File: src/hw/rtl/pic_pkg.sv
package pic_pkg;

  localparam int SAMPLE_BITS = 10;
  localparam int FRAC_BITS   = 8;
  localparam int INT_BITS    = 17;
  localparam int TEN_W       = 10;
  localparam int THR_W       = 16;
  localparam int CV_W        = 18;
  localparam int DUTY_W      = 8;
  localparam int CFG_IDX_W   = 2;
  localparam int CFG_DATA_W  = 16;
  localparam int INTEG_W     = INT_BITS + FRAC_BITS;
  // dividend width: sample * tenths, shifted up by the fraction bits
  localparam int NUM_W       = SAMPLE_BITS + TEN_W + FRAC_BITS;
  localparam int CNT_W       = $clog2(NUM_W);

  localparam logic [TEN_W-1:0] TENTHS_RESET = TEN_W'(10);
  localparam logic [THR_W-1:0] THR_RESET    = THR_W'(30000);
  localparam logic [TEN_W-1:0] MAX_RESET    = TEN_W'(999);

  localparam logic [CFG_IDX_W-1:0] CFG_RESET_THRESHOLD   = 2'd0;
  localparam logic [CFG_IDX_W-1:0] CFG_GAIN_MAX          = 2'd1;
  localparam logic [CFG_IDX_W-1:0] CFG_INTEGRAL_TIME_MAX = 2'd2;

  typedef struct packed {
    logic [SAMPLE_BITS-1:0] sample;
    logic                   gain_up;
    logic                   gain_down;
    logic                   time_up;
    logic                   time_down;
  } in_t;

  typedef struct packed {
    logic [DUTY_W-1:0] duty;
    logic [CV_W-1:0]   control_value;
    logic              integrator_cleared;
    logic [TEN_W-1:0]  gain_now;
    logic [TEN_W-1:0]  time_now;
  } out_t;

  typedef struct packed {
    logic capture;
    logic tune;
    logic mul;
    logic div_step;
    logic acc;
    logic sum;
    logic finish;
  } cmd_t;

  typedef struct packed {
    logic div_done;
  } status_t;

endpackage

File: src/hw/rtl/pic_ctrl.sv
module pic_ctrl (
  input  logic             clk,
  input  logic             rst,
  input  logic             in_valid,
  output logic             in_stall,
  output logic             out_valid,
  input  logic             out_stall,
  input  pic_pkg::status_t st,
  output pic_pkg::cmd_t    cmd
);

  typedef enum logic [6:0] {
    S_IDLE = 7'b0000001,
    S_TUNE = 7'b0000010,
    S_MUL  = 7'b0000100,
    S_DIV  = 7'b0001000,
    S_ACC  = 7'b0010000,
    S_SUM  = 7'b0100000,
    S_DONE = 7'b1000000
  } state_t;

  state_t state, state_next;
  logic   out_valid_next;
  logic   out_free;

  assign in_stall = (state != S_IDLE);
  // output register is free when empty or being drained this cycle
  assign out_free = !out_valid || !out_stall;

  always_comb begin
    state_next = state;
    cmd        = '0;
    unique case (state)
      S_IDLE: begin
        if (in_valid) begin
          cmd.capture = 1'b1;
          state_next  = S_TUNE;
        end
      end
      S_TUNE: begin
        cmd.tune   = 1'b1;
        state_next = S_MUL;
      end
      S_MUL: begin
        cmd.mul    = 1'b1;
        state_next = S_DIV;
      end
      S_DIV: begin
        cmd.div_step = 1'b1;
        if (st.div_done) state_next = S_ACC;
      end
      S_ACC: begin
        cmd.acc    = 1'b1;
        state_next = S_SUM;
      end
      S_SUM: begin
        cmd.sum    = 1'b1;
        state_next = S_DONE;
      end
      S_DONE: begin
        if (out_free) begin
          cmd.finish = 1'b1;
          state_next = S_IDLE;
        end
      end
      default: state_next = S_IDLE;
    endcase
  end

  always_comb begin
    out_valid_next = out_valid;
    if (cmd.finish) out_valid_next = 1'b1;
    else if (out_valid && !out_stall) out_valid_next = 1'b0;
  end

  always_ff @(posedge clk) begin
    if (rst) begin
      state     <= S_IDLE;
      out_valid <= 1'b0;
    end else begin
      state     <= state_next;
      out_valid <= out_valid_next;
    end
  end

`ifndef SYNTHESIS
  a_no_overwrite: assert property (@(posedge clk) disable iff (rst)
    cmd.finish |-> !(out_valid && out_stall))
    else $error("result register overwritten while held");

  a_accept_starts: assert property (@(posedge clk) disable iff (rst)
    (in_valid && !in_stall) |=> (state == S_TUNE))
    else $error("accepted beat did not start a computation");

  a_div_complete: assert property (@(posedge clk) disable iff (rst)
    (state == S_ACC) |-> $past(st.div_done))
    else $error("accumulate entered before division finished");
`endif

endmodule

File: config.mk
export PLATFORM = sky130hd
export DESIGN_NAME = pic_ctrl
export DESIGN_NICKNAME = d
export VERILOG_FILES = /design/src/hw/rtl/pic_pkg.sv /design/src/hw/rtl/pic_ctrl.sv
export SDC_FILE = /design/constraint.sdc
export NUM_CORES = 1
export LEC_CHECK = 0
export ABC_AREA = 1
export BUFFER_PORTS_ARGS = -buffer_cell sky130_fd_sc_hd__buf_2
export CORE_AREA = 2 2 39 41
export CTS_BUF_LIST = sky130_fd_sc_hd__clkbuf_2
export DETAILED_ROUTE_END_ITERATION = 16
export DIE_AREA = 0 0 41 43
export GPL_TIMING_DRIVEN = 0
export PLACE_DENSITY = 0.7
export SLEW_MARGIN = 20
export SYNTH_ARGS = -nofsm -noshare
export SYNTH_HDL_FRONTEND = slang
export SYNTH_SLANG_ARGS = --single-unit
File: constraint.sdc
create_clock -name clk -period 1 [get_ports clk]
set_input_delay 0 -clock clk [delete_from_list [all_inputs] [get_ports clk]]
set_output_delay 0 -clock clk [all_outputs]
set_load 0.03 [all_outputs]
* After elaboration in Yosys (flattened, before gate mapping)
Index checks and enable logic that the tools add are counted.
** Word-level totals
- Register bits :: 8
- Bits in latches :: 0
- Bits in writable memories :: 0
- ROM bits :: 0
- Input bits :: 5
- Output and inout bits :: 9
- Memories kept :: 0
** Operators by class
- Add/sub/neg operators :: 0
- Multiply operators :: 0
- Divide/modulo/power cells :: 0
- $lt $le $gt $ge :: 0
- Eq/ne operators :: 11
- Shift-type cells :: 0
- Multiplexer cells :: 15
- Bitwise logic cells :: 0
- Reductions and logical operators :: 6
** Operators by type and width (number)
- one-hot mux 7 bit (7 select lines) :: 1
- two-way mux 7 bit :: 3
- two-way mux 1 bit :: 11
- == test 7 x 1 -> 1 bit, second input constant :: 1
- == test 7 x 2 -> 1 bit, second input constant :: 1
- == test 7 x 3 -> 1 bit, second input constant :: 1
- == test 7 x 4 -> 1 bit, second input constant :: 1
- == test 7 x 5 -> 1 bit, second input constant :: 1
- == test 7 x 6 -> 1 bit, second input constant :: 1
- == test 7 bit, second input constant :: 1
- != test 7 x 1 -> 1 bit, second input constant :: 1
- != test 2 bit, second input constant :: 3
- AND reduction 3 bit :: 1
- logical NOT 1 bit :: 2
- nonzero test 2 bit :: 1
- logical AND 1 bit :: 1
- logical OR 1 bit :: 1

* Depth between registers and ports, before layout
Gate-level depths: netlist (run 1).
- Depth in word-level cells :: 5
- Depth in mapped cells :: 9

* Worst setup path after synthesis (run 1)
Ideal clock, no wire load.
- Path kind :: reg-to-reg
- From :: reg state[4]
- To :: reg state[0]
- Setup time :: 0.112 ns
- Arrival :: 1.251 ns
- Required time :: 0.888 ns
- Slack :: -0.363 ns
- Cell stages (with the launch flop) :: 9
- Path buffers :: 0
- Period minus slack after synthesis :: 1.363 ns
- Path through :: dfxtp_1 -> inv_2 -> nand3_2 -> nor2_1 -> nor2_1 -> nand2_1 -> nor2_1 -> nand2_1 -> nand2_1
** On the way
- Word-level cells in the longest chain between the ends :: 3
- Elaborated cells between the ends (all ways) :: 12
- Classes of those cells :: eq/ne: 10; mux: 1; reduce/logical: 1
** RTL lines
- start: declaration :: RTL line pic_ctrl.sv:22 : state_t state, state_next;
- start signal: assignment :: RTL line pic_ctrl.sv:81 : state <= state_next;
- == test 7 bit, or another cell as far along :: RTL line pic_ctrl.sv:33 : unique case (state)
- != test 2 bit (no source line)
- AND reduction 3 bit (no source line)
Several ways; a longest one is shown, not always the timed one.
A chain may end at the register's enable or synchronous reset.

==> metrics.txt, run 1 <==
# TYPE chip_impl_metric gauge
chip_impl_metric{name="nNetsFinal",unit=""} 110
chip_impl_metric{name="detail_route.iter0.violations",unit=""} 5
chip_impl_metric{name="post-place-cells",unit=""} 105
chip_impl_metric{name="timing.critical_path.required",unit="ps"} 1000
chip_impl_metric{name="chipWidth",unit="µm"} 41
chip_impl_metric{name="worstSkewPairLatency",unit="ps"} 250
chip_impl_metric{name="timing.critical_path.arrival",unit="ps"} 1260
chip_impl_metric{name="critical_path.max_fanout",unit=""} 4
chip_impl_info{name="synth_top_family_by_area",value="simple AND/OR/NAND/NOR gates"} 1
chip_impl_metric{name="finalClockSkew",unit="ps"} 0.4775
chip_impl_metric{name="maxcap_violations",unit=""} 0
chip_impl_info{name="post_synth_main_area_contributors",value="sky130_fd_sc_hd__dfxtp_1 32%, sky130_fd_sc_hd__nor2_1 9.8%, sky130_fd_sc_hd__inv_1 8.3%"} 1
chip_impl_metric{name="seq_area_frac_synth",unit="%"} 32.24
chip_impl_metric{name="postCtsHoldBufs",unit=""} 0
chip_impl_metric{name="r2r.worst_path.cells",unit=""} 10
chip_impl_metric{name="final.setup.worst_slack",unit="ps"} -264.0
chip_impl_metric{name="numCtsBuffers",unit=""} 3
chip_impl_metric{name="fin_cells",unit=""} 119
chip_impl_metric{name="cts.path.max_buffers",unit=""} 2
chip_impl_metric{name="htree_levels",unit=""} 1
chip_impl_info{name="critPathKind",value="register to output pin"} 1
chip_impl_metric{name="final_period_minus_worst_setup_slack",unit="ps"} 1264
chip_impl_metric{name="r2r_slack",unit="ps"} -210
chip_impl_metric{name="synth-adder-area-share",unit="%"} 0
chip_impl_metric{name="dieHeight",unit="µm"} 43
chip_impl_metric{name="synth_compound_area_share",unit="%"} 3.023
chip_impl_metric{name="number_of_synthesized_register_bits",unit=""} 8
chip_impl_info{name="run_status",value="finished with violations"} 1
chip_impl_metric{name="vdd_drop_max",unit="mV"} 0.6851
chip_impl_info{name="rsz_0062_raised_after_global_routing",value="true"} 1
chip_impl_info{name="timing.hold.worst.start",value="out_stall"} 1
chip_impl_metric{name="synth_area",unit="µm²"} 496.7
chip_impl_info{name="slowest_stage",value="sky130_fd_sc_hd__dfxtp_2"} 1
chip_impl_metric{name="clkTransAtPathRegs",unit="ps"} 80
chip_impl_info{name="setup.worst_path.end_class",value="output pin"} 1
chip_impl_metric{name="numClockSinks",unit=""} 8
chip_impl_metric{name="route.vias.total",unit=""} 542
chip_impl_metric{name="min_period_over_period",unit="%"} 126.4
chip_impl_metric{name="grt_start_max_net_pins",unit=""} 9
chip_impl_metric{name="synth.distinct_cells",unit=""} 17
chip_impl_info{name="violated_checks",value="setup timing"} 1
chip_impl_metric{name="port_buffers",unit=""} 12
chip_impl_info{name="clock_tree.root_cell",value="sky130_fd_sc_hd__clkbuf_2"} 1
chip_impl_info{name="post-synth-top-area-cell",value="sky130_fd_sc_hd__dfxtp_1"} 1
chip_impl_metric{name="area_growth_syn_to_layout",unit="%"} 83.12
chip_impl_metric{name="final_layout_size_suffix_gt1_share",unit="%"} 68.93
chip_impl_metric{name="place.detailed.hpwl",unit="µm"} 766.5
chip_impl_metric{name="grt_pass1_wl",unit="µm"} 2263
chip_impl_info{name="worstReg2RegEnd",value="state[0]$_SDFFE_PP1P_"} 1
chip_impl_metric{name="initial_antenna_violation_count",unit=""} 0
chip_impl_info{name="crit_path_cell_trace",value="nor2_4 -> inv_2 -> nor2_4 -> nand2_4 -> nor2_4 -> buf_6"} 1
chip_impl_metric{name="report.final.hold_viol_count",unit=""} 0
chip_impl_metric{name="synth_nets",unit=""} 82
chip_impl_metric{name="num_io_pins",unit=""} 14
chip_impl_metric{name="timing.hold.ws",unit="ps"} 31.62
chip_impl_info{name="crit_path_frequent_cell",value="sky130_fd_sc_hd__nor2_4"} 1
chip_impl_metric{name="timing.max_slew.rel_slack",unit="%"} 71.80
chip_impl_metric{name="finalPower",unit="mW"} 0.8013
chip_impl_info{name="hold_path.class",value="primary input to register"} 1
chip_impl_metric{name="tns",unit="ps"} -2530
chip_impl_metric{name="synth-warning-count",unit=""} 0
chip_impl_info{name="r2r-start",value="state[2]$_SDFFE_PP0P_"} 1
chip_impl_metric{name="globalRouteTotalUtil",unit="%"} 19.22
chip_impl_metric{name="average_routed_wire_per_standard_cell",unit="µm"} 10.97
chip_impl_metric{name="overflow",unit=""} 0
chip_impl_metric{name="slowest_delay",unit="ps"} 350
chip_impl_metric{name="power_density",unit="nW/µm²"} 880.9
chip_impl_info{name="setup.worst_path.start_class",value="register"} 1
chip_impl_metric{name="synth-simple-area-share",unit="%"} 45.84
chip_impl_metric{name="hold-path-cell-count",unit=""} 3
chip_impl_metric{name="ant_nets",unit=""} 0
chip_impl_metric{name="die_area",unit="µm²"} 1763
chip_impl_metric{name="drt_pass1_iterations",unit=""} 4
chip_impl_metric{name="gp_congestion",unit=""} 0.7282
chip_impl_metric{name="synth-xor-area-share",unit="%"} 0
chip_impl_metric{name="syn-instance-count",unit=""} 77
chip_impl_info{name="hold_path_end",value="out_valid$_SDFFE_PP0P_"} 1
chip_impl_metric{name="core-area",unit="µm²"} 1384
chip_impl_info{name="tritoncts",value="yes"} 1
chip_impl_metric{name="avgSynthCellArea",unit="µm²"} 6.451
chip_impl_metric{name="synth.mux.area_fraction",unit="%"} 0
chip_impl_metric{name="fill_cells",unit=""} 109
chip_impl_metric{name="via_per_inst",unit=""} 4.555
chip_impl_metric{name="placement.setup.worst_slack",unit="ps"} -190.1
chip_impl_metric{name="start_util",unit="%"} 35.90
chip_impl_metric{name="drt_wl_total",unit="µm"} 1305
chip_impl_metric{name="row_cnt",unit=""} 14
chip_impl_metric{name="timing.final.setup_violations",unit=""} 14
chip_impl_metric{name="drcViolationCount",unit=""} 0
chip_impl_metric{name="power_leakage",unit="nW"} 0.4347
chip_impl_metric{name="antenna_cells_inserted",unit=""} 0
chip_impl_metric{name="post-synth-top-area-fraction",unit="%"} 32.24
chip_impl_metric{name="final_max_slew_viol_count",unit=""} 0
chip_impl_metric{name="tightest_slew",unit="ps"} 423.0
chip_impl_metric{name="timing.fmax",unit="GHz"} 0.7911
chip_impl_metric{name="grt_pass1_vias",unit=""} 541
## layout make-up
class                      instances  area [µm²]  area share [%]
buffer                             3       22.52           2.476
clock buffer                       3       15.01           1.651
inverter                          18       80.08           8.803
multi-input combinational         47       374.1           41.13
sequential                         8       175.2           19.26
tap                               16       20.02           2.201
timing repair buffer              24       222.7           24.48
## routing by layer
| layer | GRT usage [%] | share of wire [%] | vias up |
|---|---|---|---|
| li1 | - | - | 278 |
| met1 | 22.33 | 38 | 250 |
| met2 | 31.56 | 57 | 9 |
| met3 | 1.571 | 2.1 | 5 |
| met4 | 12.00 | 3.1 | 0 |
| met5 | 0 | 0 | - |
## registers in the layout, summed over array words and instances (netlist names)
signal	count
state	7
out_valid	1
## cells in the final DEF, fill, tap and decap left out
cell type / n
sky130_fd_sc_hd__buf_6: 15
sky130_fd_sc_hd__inv_1: 10
sky130_fd_sc_hd__nor2_1: 9
sky130_fd_sc_hd__nor2_4: 8
sky130_fd_sc_hd__nand2_1: 7
sky130_fd_sc_hd__buf_4: 7
sky130_fd_sc_hd__dfxtp_2: 6
sky130_fd_sc_hd__inv_2: 4
sky130_fd_sc_hd__nand2_2: 4
sky130_fd_sc_hd__buf_2: 4
sky130_fd_sc_hd__inv_4: 3
sky130_fd_sc_hd__nand2_4: 3
sky130_fd_sc_hd__nor3_2: 3
sky130_fd_sc_hd__nand3_4: 3
sky130_fd_sc_hd__clkbuf_2: 3
sky130_fd_sc_hd__nand3_2: 2
sky130_fd_sc_hd__nand3_1: 2
sky130_fd_sc_hd__a21oi_1: 2
sky130_fd_sc_hd__dfxtp_4: 2
sky130_fd_sc_hd__nor4_4: 1
sky130_fd_sc_hd__inv_6: 1
sky130_fd_sc_hd__nor2_2: 1
sky130_fd_sc_hd__clkbuf_1: 1
sky130_fd_sc_hd__a21oi_2: 1
sky130_fd_sc_hd__or2_0: 1
## power by group
part           switching (mW)  leakage (nW)  total (mW)  internal, mW
logic                   0.148         0.353       0.264         0.116
registers              0.0118        0.0687       0.337         0.325
clock network           0.119        0.0125       0.201        0.0817
## worst max-delay path, delay by kind of cell (launching register included)
family	cells	cell delay [ps]
flip-flops	1	350
buffers and inverters	2	190
AND/OR/NAND/NOR	4	460
## cell usage after synthesis, drive strengths merged
cell type / count
inv: 18
nor2: 18
nand2: 14
dfxtp: 8
nand3: 7
a21oi: 3
buf: 3
nor3: 3
clkbuf: 1
nor4: 1
or2: 1
## what timing repair did
action                                  4_1_cts  5_1_grt
pin swaps                                    15        6
endpoints found under the setup margin       14       16
resized for setup                            50        5
buffers inserted                             12        0
gates cloned                                  0        0
## metrics by stage
stage                     util (%)  area (µm²)
final                        65.73       909.6
after floorplan                  -       536.8
after CTS                    64.38       890.9
after detailed placement     44.57       616.8
after global routing         65.73       909.6
after global placement       44.57       616.8
## cells by family (layout without fill, tap and decap cells)
group	Yosys count	count (layout)
and+or+nand+nor	44	44
buffers and inverters	22	48
DFF	8	8
AOI/OAI and AO/OA	3	3
## worst max path at each step
stage | startpoint | end | slack (ps) | cells after the start
after floorplan | state[3]$_SDFFE_PP0P_ | state[0]$_SDFFE_PP1P_ | -130 | 8
after global placement | state[4]$_SDFFE_PP0P_ | state[0]$_SDFFE_PP1P_ | -180 | 8
after detailed placement | state[4]$_SDFFE_PP0P_ | state[0]$_SDFFE_PP1P_ | -190 | 8
after CTS | state[1]$_SDFFE_PP0P_ | cmd[1] | -250 | 5
after global routing | state[3]$_SDFFE_PP0P_ | cmd[1] | -330 | 5
final | state[3]$_SDFFE_PP0P_ | cmd[6] | -260 | 6
Note: power is estimated with default switching activity, not from simulation.
==> run 2: changes to the inputs <==
- HOLD_SLACK_MARGIN: not set -> 0.15
- PLACE_DENSITY: 0.7 -> 0.66
- REMOVE_ABC_BUFFERS: not set -> 1
==> metrics.txt, run 2 (synthesized netlist as in run 1, its figures left out) <==
# TYPE chip_impl_metric gauge
chip_impl_info{name="run_status",value="finished with violations"} 1
chip_impl_info{name="violated_checks",value="setup timing"} 1
chip_impl_metric{name="chipWidth",unit="µm"} 41
chip_impl_metric{name="power_leakage",unit="nW"} 0.3833
chip_impl_metric{name="place.detailed.hpwl",unit="µm"} 744.9
chip_impl_metric{name="post-route-cell-area",unit="µm²"} 743.2
chip_impl_metric{name="gp_congestion",unit=""} 0.7776
chip_impl_info{name="critPathTopFamily",value="buffers and inverters"} 1
chip_impl_info{name="r2r-start",value="state[6]$_SDFFE_PP0P_"} 1
chip_impl_info{name="tritoncts",value="yes"} 1
chip_impl_metric{name="grt_start_max_net_pins",unit=""} 9
chip_impl_info{name="critPathKind",value="register to output pin"} 1
chip_impl_metric{name="postCtsHoldBufs",unit=""} 3
chip_impl_metric{name="timing.hold.ws",unit="ps"} 31.30
chip_impl_metric{name="placedInstanceArea",unit="µm²"} 555.5
chip_impl_metric{name="fill_cells",unit=""} 121
chip_impl_metric{name="port_buffers",unit=""} 13
chip_impl_metric{name="number_of_flip_flops_under_the_largest_register_name",unit=""} 7
chip_impl_metric{name="clkTransAtPathRegs",unit="ps"} 80
chip_impl_metric{name="core-area",unit="µm²"} 1384
chip_impl_metric{name="die_area",unit="µm²"} 1763
chip_impl_info{name="hold_path.class",value="primary input to register"} 1
chip_impl_metric{name="drcViolationCount",unit=""} 0
chip_impl_metric{name="final_layout_size_suffix_gt1_share",unit="%"} 56.84
chip_impl_metric{name="drt_wl_total",unit="µm"} 1065
chip_impl_metric{name="row_cnt",unit=""} 14
chip_impl_metric{name="timing.final.setup_violations",unit=""} 14
chip_impl_metric{name="timing.critical_path.required",unit="ps"} 1000
chip_impl_info{name="slowest_stage",value="sky130_fd_sc_hd__dfxtp_1"} 1
chip_impl_info{name="crit_path_cell_trace",value="inv_2 -> nand3_4 -> inv_4 -> nand2_2 -> buf_4 -> buf_6"} 1
chip_impl_metric{name="timing.fmax",unit="GHz"} 0.8055
chip_impl_metric{name="detail_route.iter0.violations",unit=""} 8
chip_impl_metric{name="dieHeight",unit="µm"} 43
chip_impl_metric{name="slowest_delay",unit="ps"} 340
chip_impl_info{name="largestRegisters",value="state x7, out_valid x1"} 1
chip_impl_metric{name="antenna_cells_inserted",unit=""} 0
chip_impl_metric{name="numClockSinks",unit=""} 8
chip_impl_metric{name="tightest_slew",unit="ps"} 204.3
chip_impl_metric{name="timing.critical_path.arrival",unit="ps"} 1240
chip_impl_metric{name="vdd_drop_max",unit="mV"} 0.5923
chip_impl_metric{name="grt_pass1_wl",unit="µm"} 1559
chip_impl_metric{name="maxcap_violations",unit=""} 0
chip_impl_metric{name="drt_pass1_iterations",unit=""} 4
chip_impl_metric{name="average_routed_wire_per_standard_cell",unit="µm"} 9.595
chip_impl_metric{name="r2r_slack",unit="ps"} -190
chip_impl_metric{name="start_util",unit="%"} 35.90
chip_impl_metric{name="worstSkewPairLatency",unit="ps"} 240
chip_impl_metric{name="final.setup.worst_slack",unit="ps"} -241.4
chip_impl_info{name="timing.hold.worst.start",value="out_stall"} 1
chip_impl_info{name="setup.worst_path.end_class",value="output pin"} 1
chip_impl_metric{name="num_io_pins",unit=""} 14
chip_impl_metric{name="timing.max_slew.rel_slack",unit="%"} 86.30
chip_impl_metric{name="crit_buf_inv",unit=""} 4
chip_impl_metric{name="min_period_over_period",unit="%"} 124.1
chip_impl_metric{name="htree_levels",unit=""} 1
chip_impl_metric{name="numCtsBuffers",unit=""} 3
chip_impl_metric{name="grt_pass1_vias",unit=""} 427
chip_impl_metric{name="globalRouteTotalUtil",unit="%"} 12.99
chip_impl_metric{name="via_per_inst",unit=""} 4.405
chip_impl_metric{name="cts.path.max_buffers",unit=""} 2
chip_impl_info{name="clock_tree.root_cell",value="sky130_fd_sc_hd__clkbuf_2"} 1
chip_impl_metric{name="critical_path.max_fanout",unit=""} 4
chip_impl_metric{name="report.final.hold_viol_count",unit=""} 0
chip_impl_metric{name="final_max_slew_viol_count",unit=""} 0
chip_impl_metric{name="nNetsFinal",unit=""} 102
chip_impl_metric{name="initial_antenna_violation_count",unit=""} 0
chip_impl_info{name="max_flop_register",value="state"} 1
chip_impl_info{name="setup.worst_path.start_class",value="register"} 1
chip_impl_metric{name="power_density",unit="nW/µm²"} 1043
chip_impl_metric{name="overflow",unit=""} 0
chip_impl_metric{name="final_period_minus_worst_setup_slack",unit="ps"} 1241
chip_impl_metric{name="area_growth_syn_to_layout",unit="%"} 49.62
chip_impl_metric{name="finalClockSkew",unit="ps"} 2.875
chip_impl_metric{name="route.vias.total",unit=""} 489
chip_impl_info{name="most-common-layout-cells",value="11 x sky130_fd_sc_hd__inv_1, 10 x sky130_fd_sc_hd__nor2_1, 8 x sky130_fd_sc_hd__nand2_1"} 1
chip_impl_info{name="rsz_0062_raised_after_global_routing",value="true"} 1
chip_impl_info{name="crit_start",value="state[6]$_SDFFE_PP0P_"} 1
chip_impl_metric{name="ant_nets",unit=""} 0
chip_impl_info{name="layout_commonest_cell",value="sky130_fd_sc_hd__inv_1"} 1
chip_impl_metric{name="finalPower",unit="mW"} 0.7753
## run 2: cell types whose count changed in the layout (fill, tap and decap cells not counted), sizes merged
cell,change
buf,-10
clkbuf,-1
dlygate4sd3,+3
## run 2: timing repair
| action | 4_1_cts | 5_1_grt |
|---|---|---|
| pin swaps | 9 | 2 |
| setup endpoints to repair | 13 | 14 |
| resized for setup | 29 | 8 |
| setup buffers | 2 | 1 |
| endpoints found under the hold margin | 7 | 1 |
## run 2: path summary, 6_finish.rpt
path                       endpoint  cells after the start
min reg2reg  out_valid$_SDFFE_PP0P_                      2
max                        in_stall                      6
min          out_valid$_SDFFE_PP0P_                      3
max reg2reg   state[0]$_SDFFE_PP1P_                      9
## run 2: stage by stage
stage | util [%] | worst slack, ps | instances | setup TNS [ps]
2_1_floorplan | - | -479.7 | 73 | -1761
3_3_place_gp | 40.14 | -132.8 | 102 | -343.8
3_5_place_dp | 40.14 | -137.6 | 102 | -331.8
4_1_cts | 51.18 | -202.5 | 110 | -1763
5_1_grt | 53.71 | -313.9 | 111 | -3120
6_report | 53.71 | -241.4 | 111 | -2069
## run 2: per-layer routing
layer | share of wire, % | track usage (%) | vias up
met5 | 0 | 0 | -
met1 | 43 | 12.99 | 215
met4 | 1.6 | 8.000 | 0
met3 | 1.5 | 1.571 | 3
li1 | - | - | 263
met2 | 54 | 23.13 | 8
## run 2: worst min-delay path: stages
cell and delay (ps):
sky130_fd_sc_hd__buf_2 90, sky130_fd_sc_hd__nand2_1 70, sky130_fd_sc_hd__a21oi_1 60
## run 2: cell type report
class | instances | area, µm² | share of cell area (%)
timing repair buffer | 19 | 160.2 | 21.55
clock buffer | 3 | 15.01 | 2.020
inverter | 18 | 70.07 | 9.428
sequential | 8 | 167.7 | 22.56
multi-input combinational | 47 | 310.3 | 41.75
tap | 16 | 20.02 | 2.694
## run 2: report_power, final
group / internal [mW] / leakage (nW) / switching [mW]
Clock: 0.0818 / 0.0125 / 0.113
Sequential: 0.330 / 0.0671 / 0.0131
Combinational: 0.106 / 0.304 / 0.131
Total: 0.518 / 0.383 / 0.257
